`config.mk`:
```
export PLATFORM = sky130hd
export DESIGN_NAME = iirl_cell
export DESIGN_NICKNAME = d
export VERILOG_FILES = /design/src/sv/iirl_pkg.sv /design/src/sv/iirl_cell.sv
export SDC_FILE = /design/constraint.sdc
export NUM_CORES = 1
export LEC_CHECK = 0
export BUFFER_PORTS_ARGS = -buffer_cell sky130_fd_sc_hd__clkbuf_2
export CORE_AREA = 2 2 109 111
export CTS_BUF_LIST = sky130_fd_sc_hd__clkbuf_8 sky130_fd_sc_hd__clkbuf_16
export CTS_CLUSTER_SIZE = 16
export DETAILED_ROUTE_END_ITERATION = 12
export DIE_AREA = 0 0 111 113
export GPL_ROUTABILITY_DRIVEN = 0
export PLACE_DENSITY_LB_ADDON = 0.2
export SKIP_LAST_GASP = 1
export SYNTH_ARGS = -nofsm -noshare
export SYNTH_HDL_FRONTEND = slang
export SYNTH_SLANG_ARGS = --single-unit
```
`constraint.sdc`:
```
create_clock -name clock -period 4.3 [get_ports clock]
set_input_delay 0.215 -clock clock [delete_from_list [all_inputs] [get_ports clock]]
set_output_delay 0.215 -clock clock [all_outputs]
set_load 0.02 [all_outputs]
```
`src/sv/iirl_pkg.sv`:
```
// ----------------------------------------------------------------------------
// iirl_pkg
// Shared types and constants of the indexed insert/remove list core.
// ----------------------------------------------------------------------------
package iirl_pkg;

   localparam int MAX_ENTRIES_DEFAULT = 256;
   localparam int CAP_W               = 9;
   localparam int POS_W               = 8;
   localparam int VALUE_W             = 64;
   localparam int COUNT_OUT_W         = 9;
   localparam logic [CAP_W-1:0] CAPACITY_RESET = 9'd8;

   typedef enum logic [2:0] {
      OP_GET    = 3'd0,
      OP_SET    = 3'd1,
      OP_PUSH   = 3'd2,
      OP_POP    = 3'd3,
      OP_INSERT = 3'd4,
      OP_REMOVE = 3'd5,
      OP_CLEAR  = 3'd6,
      OP_NONE   = 3'd7
   } mode_type;

   typedef enum logic [1:0] {
      ST_OK    = 2'd0,
      ST_RANGE = 2'd1,
      ST_FULL  = 2'd2,
      ST_EMPTY = 2'd3
   } status_type;

   typedef struct packed {
      logic set_en;
      logic push_en;
      logic ins_en;
      logic rem_en;
   } cell_cmd_type;

endpackage

```
`src/sv/iirl_cell.sv`:
```
// ----------------------------------------------------------------------------
// iirl_cell
// One storage cell of the list. Loads a new word, takes its left neighbor on
// an insert or its right neighbor on a remove, or holds.
// ----------------------------------------------------------------------------
module iirl_cell #(
   parameter int INDEX = 0,
   parameter int CNT_W = 9
) (
   input  logic                          clock,
   input  iirl_pkg::cell_cmd_type        cmd,
   input  logic [CNT_W-1:0]              pos,
   input  logic [CNT_W-1:0]              count,
   input  logic [iirl_pkg::VALUE_W-1:0]  new_value,
   input  logic [iirl_pkg::VALUE_W-1:0]  left_value,
   input  logic [iirl_pkg::VALUE_W-1:0]  right_value,
   output logic [iirl_pkg::VALUE_W-1:0]  value
);
   import iirl_pkg::*;

   localparam logic [CNT_W-1:0] IDX    = CNT_W'(INDEX);
   localparam logic [CNT_W-1:0] IDX_P1 = CNT_W'(INDEX + 1);

   logic [VALUE_W-1:0] value_ff;
   logic [VALUE_W-1:0] value_in;

   always_comb begin
      value_in = value_ff;
      if ((cmd.set_en || cmd.ins_en) && (IDX == pos)) begin
         value_in = new_value;
      end else if (cmd.push_en && (IDX == count)) begin
         value_in = new_value;
      end else if (cmd.ins_en && (IDX > pos) && (IDX <= count)) begin
         value_in = left_value;
      end else if (cmd.rem_en && (IDX >= pos) && (IDX_P1 < count)) begin
         value_in = right_value;
      end
   end

   always_ff @(posedge clock) begin
      value_ff <= value_in;
   end

   assign value = value_ff;

endmodule

```
==> results of run 1 <==
worst max-delay path: stages:
cell and delay (ns):
clkbuf_2 0.09, nor4_2 0.31, nand2_1 0.15, or4_2 0.70, nand3_4 0.70
layout by cell type (no fill, tap or decap):
cell | Yosys | layout
nand4_1 | 1 | 1
nor4_2 | 1 | 1
clkbuf_16 | 0 | 9
nand4b_1 | 1 | 1
o41ai_4 | 1 | 1
mux2_2 | 4 | 4
bufinv_16 | 0 | 2
nand2_1 | 2 | 2
nor2_1 | 2 | 2
clkbuf_2 | 0 | 214
buf_4 | 0 | 2
nor4b_1 | 1 | 1
nor4_1 | 2 | 2
or2_2 | 1 | 1
nand3_4 | 0 | 1
edfxtp_1 | 64 | 64
clkinv_1 | 0 | 1
inv_1 | 0 | 1
clkinvlp_4 | 0 | 1
or4_2 | 1 | 1
mux2_4 | 60 | 60
kinds of logic after synthesis:
kind of cell | synth area share
compound gates | 0.00904
buf+inv | 0.0222
flops | 0.631
mux | 0.310
simple gates | 0.0275
per-layer routing:
layer,track usage,routed length (µm),part of all wire,vias to the layer above
met5,0,0,0,-
met2,0.213,3900,0.51,124
met1,0.134,2950,0.38,1008
li1,-,-,-,1032
met4,0.0567,151,0.020,0
met3,0.0482,691,0.090,11
power by group through the flow:
stage	combinational, mW	clock [mW]	sequential [mW]
after floorplan	0.0487	0	0.706
after CTS	0.129	0.766	0.690
after global placement	0.125	0	0.703
final	0.127	0.739	0.690
after global routing	0.139	0.797	0.690
after detailed placement	0.128	0	0.703
stage by stage:
stage | utilization | power, mW | area [µm²] | instances | setup WS, ns
after floorplan | - | 0.755 | 3050 | 148 | 1.00
after global placement | 0.378 | 0.828 | 4260 | 501 | 1.71
after detailed placement | 0.378 | 0.831 | 4260 | 501 | 1.68
after CTS | 0.404 | 1.59 | 4560 | 515 | 2.02
after global routing | 0.404 | 1.63 | 4560 | 515 | 1.95
final | 0.404 | 1.56 | 4560 | 515 | 2.06
worst max-delay path by stage:
stage	endpoint	slack, ns	cells after the start
after floorplan	value[0]	1.00	4
after CTS	value[12]	2.02	5
final	value[12]	2.06	5
after detailed placement	value[31]	1.68	5
after global placement	value[31]	1.71	5
after global routing	value[12]	1.95	5
area by class of cell:
type                       count  area [µm²]  share of cell area
clock buffer                   9         225              0.0494
clock inverter                 5        75.1              0.0165
multi-input combinational     78        1070               0.235
sequential                    64        1920               0.422
tap                          143         179              0.0393
timing repair buffer         216        1090               0.238
==> run summary, run 1 <==
Synth Register Bits -> 64
Synth Flop Type -> edfxtp_1
Area Growth Syn to Fin -> 49.6%
Crit end category -> register
H-tree Lvls -> 3
Crit Path Category -> input pin to register
Remaining global-route overflow -> 0
Seq/Total Area, Yosys -> 0.631
Status -> finished clean
Max reg flops -> 64
Root buffer selected by CTS -> clkbuf_16
Yosys warns -> 0
Drt drc -> 0
CTS resizes -> 0
Post-synth net total -> 363
Post-CTS Setup Repair Bufs -> 0
Power per Cell Area -> 342 nW/µm²
# hold bufs at CTS -> 0
EDFF count, synth -> 64
Ports -> 279
Worst vdd ir -> 0.000153 V
Max Cap Viol -> 0
Clk buf depth -> 2
Drt via density -> 4.22
# setup viols final -> 0
Synth area leaders -> edfxtp_1 63%, mux2_4 30%, buf_6 2.2%
Count leader, synth -> edfxtp_1
WL final -> 7.69 mm
Minimum clock period after layout -> 2.24 ns
Startpoint types -> input pin
Period utilization -> 0.520
CTS clk-pin slew, worst paths -> 0.05 ns
GRT Util Overall -> 0.123
Global-route wire length before repair -> 11.7 mm
CP Max Fanout -> 64
Vias in the first global route -> 2312
Share of cells above drive strength 1 -> 0.798
Min-delay src -> new_value[56]
HPWL after DPL -> 6.06 mm
Slew Limit Fails -> 0
Synth Instances -> 148
Die Footprint -> 12500 µm²
Hold path endpoint -> value[56]
Crit. Startpoint -> pos[6]
Largest area contributor in the netlist -> edfxtp_1
Comb power frac -> 0.081
Avg WL per Cell -> 14.9 µm
Clock Power Share -> 0.475
Clk sinks -> 64
TritonCTS buffer count -> 9
Diode count -> 0
CTS tree -> built
Initial core utilization -> 0.270
Critical Path RT -> 4.25 ns
Switch share -> 0.181
Synthesized area -> 3050 µm²
Largest net degree at the start of global routing -> 65
Hold path depth -> 2
Fmax achieved -> 447 MHz
Worst hold path class -> input pin to register
Fin Hold WS -> 0.188 ns
Yosys cell types -> 15
Initial antenna violation count -> 0
Initial drt markers -> 46
Fillers -> 1084
Routed Antenna Nets -> 0
Lkg Pwr -> 2.09 nW
Core area -> 11300 µm²
Chip Width -> 111 µm
Cell Rows -> 39
Mapped Avg Cell Area -> 20.6 µm²
Setup TNS -> 0 ns
Post-synth top cells -> 64 x edfxtp_1, 60 x mux2_4, 6 x buf_6, 4 x mux2_2
CP arrival -> 2.18 ns
Worst-margin pin slew -> 0.904 ns
Fin. Hold Viols -> 0
Async S/R FF share, synth -> 0
Reg power frac -> 0.444
Final nets -> 584
NetSw -> 0.281 mW
Worst slew margin -> 0.397
Post-synth top area share -> 0.631
PortBufs -> 214
Drt first pass iters -> 4
Die H -> 113 µm
RSZ-0062 raised after global routing -> false
Internal power -> 1.28 mW
Vias -> 2175
Note: power is estimated with default switching activity, not from simulation.
==> inputs of run 2 (changes only) <==
Clock period 4.3 ns to 2.06 ns, I/O delays scaled along.
==> run summary, run 2 (synthesis results as in run 1) <==
Status -> finished clean (unchanged)
Cells along the critical path -> clkbuf_2 -> nor4_2 -> nand2_1 -> o41ai_4 -> buf_4 -> buf_12 -> mux2_4 (was clkbuf_2 -> nor4_2 -> nand2_1 -> or4_2 -> nand3_4)
Fmax achieved -> 588 MHz
Switch share -> 0.177 (was 0.181)
Internal power -> 2.67 mW (was 1.28 mW)
PortBufs -> 214 (unchanged)
CTS clk-pin slew, worst paths -> 0.05 ns (about the same)
Routed Antenna Nets -> 0 (unchanged)
GRT Util Overall -> 0.118 (was 0.123)
Global-route wire length before repair -> 11.4 mm (was 11.7 mm)
Root buffer selected by CTS -> clkbuf_16 (unchanged)
Worst vdd ir -> 0.000540 V (was 0.000153 V)
Drt first pass iters -> 4 (unchanged)
Initial antenna violation count -> 0 (unchanged)
Crit Path Category -> input pin to register (unchanged)
Worst slew margin -> 0.759 (was 0.397)
Period utilization -> 0.826
Setup TNS -> 0 ns (unchanged)
Initial drt markers -> 39 (was 46)
Commonest cells after routing, fill and taps aside -> 214 x clkbuf_2, 64 x edfxtp_1, 60 x mux2_4 (unchanged)
Critical Path RT -> 2.13 ns (was 4.25 ns)
CTS resizes -> 0 (unchanged)
Worst hold path class -> input pin to register (unchanged)
Power per Cell Area -> 690 nW/µm² (was 342 nW/µm²)
Vias in the first global route -> 2291 (was 2312)
Die H -> 113 µm (unchanged)
Fin Hold WS -> 0.0785 ns (was 0.188 ns)
CP arrival -> 1.77 ns (was 2.18 ns)
CTS tree -> built (unchanged)
DP Cell Count -> 512 (was 501)
Commonest non-fill, non-tap cell in the layout -> clkbuf_2 (unchanged)
Crit-path slowest cell -> o41ai_4 (was or4_2)
Clk sinks -> 64 (unchanged)
Crit-path leading delay family -> buffers and inverters (was simple AND/OR/NAND/NOR gates)
Fin. Hold Viols -> 0 (unchanged)
Fin cells -> 528 (was 515)
Diode count -> 0 (unchanged)
CP Max Fanout -> 15 (was 64)
Lkg Pwr -> 2.18 nW (was 2.09 nW)
Finished Cell Area -> 4700 µm² (was 4560 µm²)
Worst-margin pin slew -> 0.358 ns (was 0.904 ns)
Clock Power Share -> 0.474 (was 0.475)
Post-CTS Setup Repair Bufs -> 0 (unchanged)
Vias -> 2146 (was 2175)
Drt via density -> 4.06 (was 4.22)
WL final -> 7.27 mm (was 7.69 mm)
Minimum clock period after layout -> 1.70 ns
# setup viols final -> 0 (unchanged)
Remaining global-route overflow -> 0 (unchanged)
Slowest stage delay, CP -> 0.36 ns (was 0.70 ns)
Reg power frac -> 0.445 (was 0.444)
Comb power frac -> 0.081 (about the same)
Die Footprint -> 12500 µm² (unchanged)
Cell Rows -> 39 (unchanged)
Core area -> 11300 µm² (unchanged)
Dpl cell area -> 4390 µm² (was 4260 µm²)
RSZ-0062 raised after global routing -> false (unchanged)
Avg WL per Cell -> 13.8 µm (was 14.9 µm)
Final worst slack -> 0.358 ns (was 2.06 ns)
NetSw -> 0.574 mW (was 0.281 mW)
Chip Width -> 111 µm (unchanged)
Final nets -> 595 (was 584)
Share of cells above drive strength 1 -> 0.800 (was 0.798)
CP bufs+invs -> 3 (was 1)
TritonCTS buffer count -> 9 (unchanged)
Post-Place Setup Slack -> -0.0181 ns (was 1.68 ns)
Clk buf depth -> 2 (unchanged)
Ports -> 279 (unchanged)
Max reg flops -> 64 (unchanged)
HPWL after DPL -> 5.94 mm (was 6.06 mm)
Slew Limit Fails -> 0 (unchanged)
Initial core utilization -> 0.270 (unchanged)
Crit end category -> register (unchanged)
Max Cap Viol -> 0 (unchanged)
Drt drc -> 0 (unchanged)
Area Growth Syn to Fin -> 54.2% (was 49.6%)
# hold bufs at CTS -> 0 (unchanged)
H-tree Lvls -> 3 (unchanged)
Largest net degree at the start of global routing -> 35 (was 65)
Fillers -> 1090 (was 1084)
Startpoint types -> input pin (unchanged)
==> run 2: layout make-up <==
type | count | area [µm²] | share of cell area
sequential | 64 | 1920 | 0.409
clock inverter | 7 | 80.1 | 0.0170
timing repair buffer | 227 | 1220 | 0.259
clock buffer | 9 | 225 | 0.0479
tap | 143 | 179 | 0.0381
multi-input combinational | 78 | 1070 | 0.228
==> run 2: final timing paths <==
kind / slack, ns / to / cells past startpoint / start
hold / removal: 0.08 / value[59] / 2 / new_value[59]
setup / recovery: 0.36 / value[50] / 7 / pos[6]
==> run 2: metrics by stage <==
stage	power, mW	utilization
4_1_cts	3.30	0.417
6_report	3.24	0.417
5_1_grt	3.39	0.417
2_1_floorplan	1.58	-
3_3_place_gp	1.73	0.390
3_5_place_dp	1.73	0.390
==> run 2: metal layers <==
layer / wire length (µm) / global-route usage / up-vias / part of all wire
met5: 0 / 0 / - / 0
met1: 2800 / 0.134 / 964 / 0.39
li1: - / - / 1057 / -
met3: 518 / 0.0316 / 14 / 0.071
met2: 3740 / 0.201 / 111 / 0.51
met4: 210 / 0.0692 / 0 / 0.029
==> run 2: power by group through the flow <==
stage	sequential [mW]	combinational, mW	clock, mW
2_1_floorplan	1.47	0.102	0
3_3_place_gp	1.47	0.260	0
3_5_place_dp	1.47	0.266	0
4_1_cts	1.44	0.267	1.59
5_1_grt	1.44	0.290	1.66
6_report	1.44	0.262	1.54
==> inputs of run 3 (changes only) <==
Settings changed: ABC_AREA from default to 1, CORE_AREA 2 2 109 111 to 2 2 110 112, DIE_AREA 0 0 111 113 to 0 0 112 114.
Clock period 2.06 ns to 1.7 ns, I/O delays scaled along.
==> run summary, run 3 <==
Remaining global-route overflow -> 0 (unchanged)
Count leader, synth -> nand2_1 (was edfxtp_1)
Initial core utilization -> 0.271 (was 0.270)
Core area -> 11700 µm² (was 11300 µm²)
Synth Flop Type -> edfxtp_1 (unchanged)
Comb power frac -> 0.081 (about the same)
Yosys warns -> 0 (unchanged)
Max Cap Viol -> 0 (unchanged)
Drt first pass iters -> 4 (unchanged)
Switch share -> 0.197 (was 0.177)
Worst vdd ir -> 0.000516 V (was 0.000540 V)
Routed Antenna Nets -> 0 (unchanged)
Cell Rows -> 40 (was 39)
Clk sinks -> 64 (unchanged)
Seq/Total Area, Yosys -> 0.604 (was 0.631)
Post-layout util -> 0.390 (was 0.417)
CP Max Fanout -> 64 (was 15)
Clk buf depth -> 2 (unchanged)
Worst-margin pin slew -> 0.424 ns (was 0.358 ns)
Period utilization -> 0.696
Initial drt markers -> 77 (was 39)
Critical Path RT -> 1.89 ns (was 2.13 ns)
Root buffer selected by CTS -> clkbuf_16 (unchanged)
Clock Power Share -> 0.428 (was 0.474)
TritonCTS buffer count -> 9 (unchanged)
Crit end category -> register (unchanged)
Chip Width -> 112 µm (was 111 µm)
Dpl cell area -> 4320 µm² (was 4390 µm²)
Drt via density -> 4.21 (was 4.06)
Synthesized area -> 3180 µm² (was 3050 µm²)
Synth Register Bits -> 64 (unchanged)
GRT Util Overall -> 0.131 (was 0.118)
Multi-input logic area -> 1040 µm² (was 1070 µm²)
WL final -> 8.31 mm (was 7.27 mm)
Fin Hold WS -> 0.0292 ns (was 0.0785 ns)
Fin. Hold Viols -> 0 (unchanged)
Diode count -> 0 (unchanged)
Initial antenna violation count -> 0 (unchanged)
Commonest non-fill, non-tap cell in the layout -> clkbuf_2 (unchanged)
Crit Path Category -> input pin to register (unchanged)
Worst hold path class -> input pin to register (unchanged)
Lkg Pwr -> 2.24 nW (was 2.18 nW)
Slew Limit Fails -> 0 (unchanged)
Share of cells above drive strength 1 -> 0.555 (was 0.800)
Avg WL per Cell -> 12.5 µm (was 13.8 µm)
CP arrival -> 1.37 ns (was 1.77 ns)
Final worst slack -> 0.517 ns (was 0.358 ns)
Largest area contributor in the netlist -> edfxtp_1 (unchanged)
Commonest cells after routing, fill and taps aside -> 214 x clkbuf_2, 82 x nand2_1, 65 x nand3_1 (was 214 x clkbuf_2, 64 x edfxtp_1, 60 x mux2_4)
CTS tree -> built (unchanged)
Startpoint types -> input pin (unchanged)
Mapped Avg Cell Area -> 10.6 µm² (was 20.6 µm²)
Vias in the first global route -> 2804 (was 2291)
Global-route wire length before repair -> 13.1 mm (was 11.4 mm)
Largest net degree at the start of global routing -> 65 (was 35)
Drt drc -> 0 (unchanged)
NetSw -> 0.700 mW (was 0.574 mW)
HPWL after DPL -> 6.27 mm (was 5.94 mm)
Die H -> 114 µm (was 113 µm)
PortBufs -> 214 (unchanged)
CTS resizes -> 0 (unchanged)
Reg power frac -> 0.491 (was 0.445)
CTS clk-pin slew, worst paths -> 0.05 ns (about the same)
Fin cells -> 662 (was 528)
# setup viols final -> 0 (unchanged)
H-tree Lvls -> 3 (unchanged)
Ports -> 279 (unchanged)
Fmax achieved -> 845 MHz
Worst slew margin -> 0.717 (was 0.759)
Status -> finished clean (unchanged)
Yosys cell types -> 18 (was 15)
Internal power -> 2.86 mW (was 2.67 mW)
Vias -> 2789 (was 2146)
Post-CTS Setup Repair Bufs -> 0 (unchanged)
EDFF count, synth -> 64 (unchanged)
RSZ-0062 raised after global routing -> false (unchanged)
Post-synth net total -> 516 (was 363)
Synth Instances -> 301 (was 148)
Power per Cell Area -> 779 nW/µm² (was 690 nW/µm²)
Post-synth top area share -> 0.604 (was 0.631)
Minimum clock period after layout -> 1.18 ns
# hold bufs at CTS -> 0 (unchanged)
DP Cell Count -> 648 (was 512)
Area Growth Syn to Fin -> 43.6% (was 54.2%)
Fillers -> 1219 (was 1090)
Die Footprint -> 12800 µm² (was 12500 µm²)
Final nets -> 727 (was 595)
Max reg flops -> 64 (unchanged)
Post-Place Setup Slack -> 0.173 ns (was -0.0181 ns)
Synth area leaders -> edfxtp_1 60%, nand3_1 10%, nand2_1 9.9% (was edfxtp_1 63%, mux2_4 30%, buf_6 2.2%)
Post-synth top cells -> 84 x nand2_1, 65 x nand3_1, 64 x edfxtp_1, 50 x nand2_2, 9 x nor2_1 (was 64 x edfxtp_1, 60 x mux2_4, 6 x buf_6, 4 x mux2_2)
Setup TNS -> 0 ns (unchanged)
Finished Cell Area -> 4570 µm² (was 4700 µm²)
Async S/R FF share, synth -> 0 (unchanged)
Tot Pwr -> 3.56 mW (was 3.24 mW)
Sequential cell area -> 1920 µm² (unchanged)
-- run 3: changes by cell type after synthesis, sizes merged, moves of 3 or more --
cell	previous run	this run
nand2	2	134
buf	6	21
mux2	64	0
nand3	1	66
nor2	2	10
nor4	3	0
inv	0	3
-- run 3: cell families after synthesis --
kind of cell / Yosys count / share of synthesized area
and+or+nand+nor: 213 / 0.321
DFF: 64 / 0.604
buffers and inverters: 24 / 0.0744
-- run 3: path summary, 6_finish.rpt --
kind	slack, ns	startpoint	endpoint	cells after the start
hold / removal	0.03	new_value[11]	value[11]	3
setup / recovery	0.52	pos[3]	value[1]	8
-- run 3: critical path: stages --
cell	delay, ns
clkbuf_2	0.08
or2_1	0.23
nor2_2	0.14
nand3_2	0.12
nand2_4	0.11
buf_12	0.34
nand2_1	0.15
nand2_1	0.10
-- run 3: metal layers --
| metal | up-vias | share of wire | global-route usage | wire, µm |
|---|---|---|---|---|
| met5 | - | 0 | 0 | 0 |
| met4 | 0 | 0.018 | 0.0593 | 147 |
| met3 | 9 | 0.085 | 0.0388 | 708 |
| met2 | 135 | 0.48 | 0.224 | 4020 |
| met1 | 1207 | 0.41 | 0.152 | 3430 |
| li1 | 1438 | - | - | - |
-- run 3: power by group through the flow --
stage / combinational [mW] / sequential (mW) / clock, mW
floorplan: 0.0862 / 1.79 / 0
global placement: 0.288 / 1.78 / 0
detailed placement: 0.293 / 1.78 / 0
CTS: 0.294 / 1.75 / 1.58
global route: 0.327 / 1.75 / 1.65
finish: 0.289 / 1.75 / 1.52
-- run 3: final cells by class --
cell class / count / share of cell area
clock buffers: 9 / 0.0493
clock inverters: 5 / 0.00411
inverters: 3 / 0.00247
multi-input cells: 213 / 0.229
flip-flops and latches: 64 / 0.421
well taps: 147 / 0.0403
repair buffers: 221 / 0.254
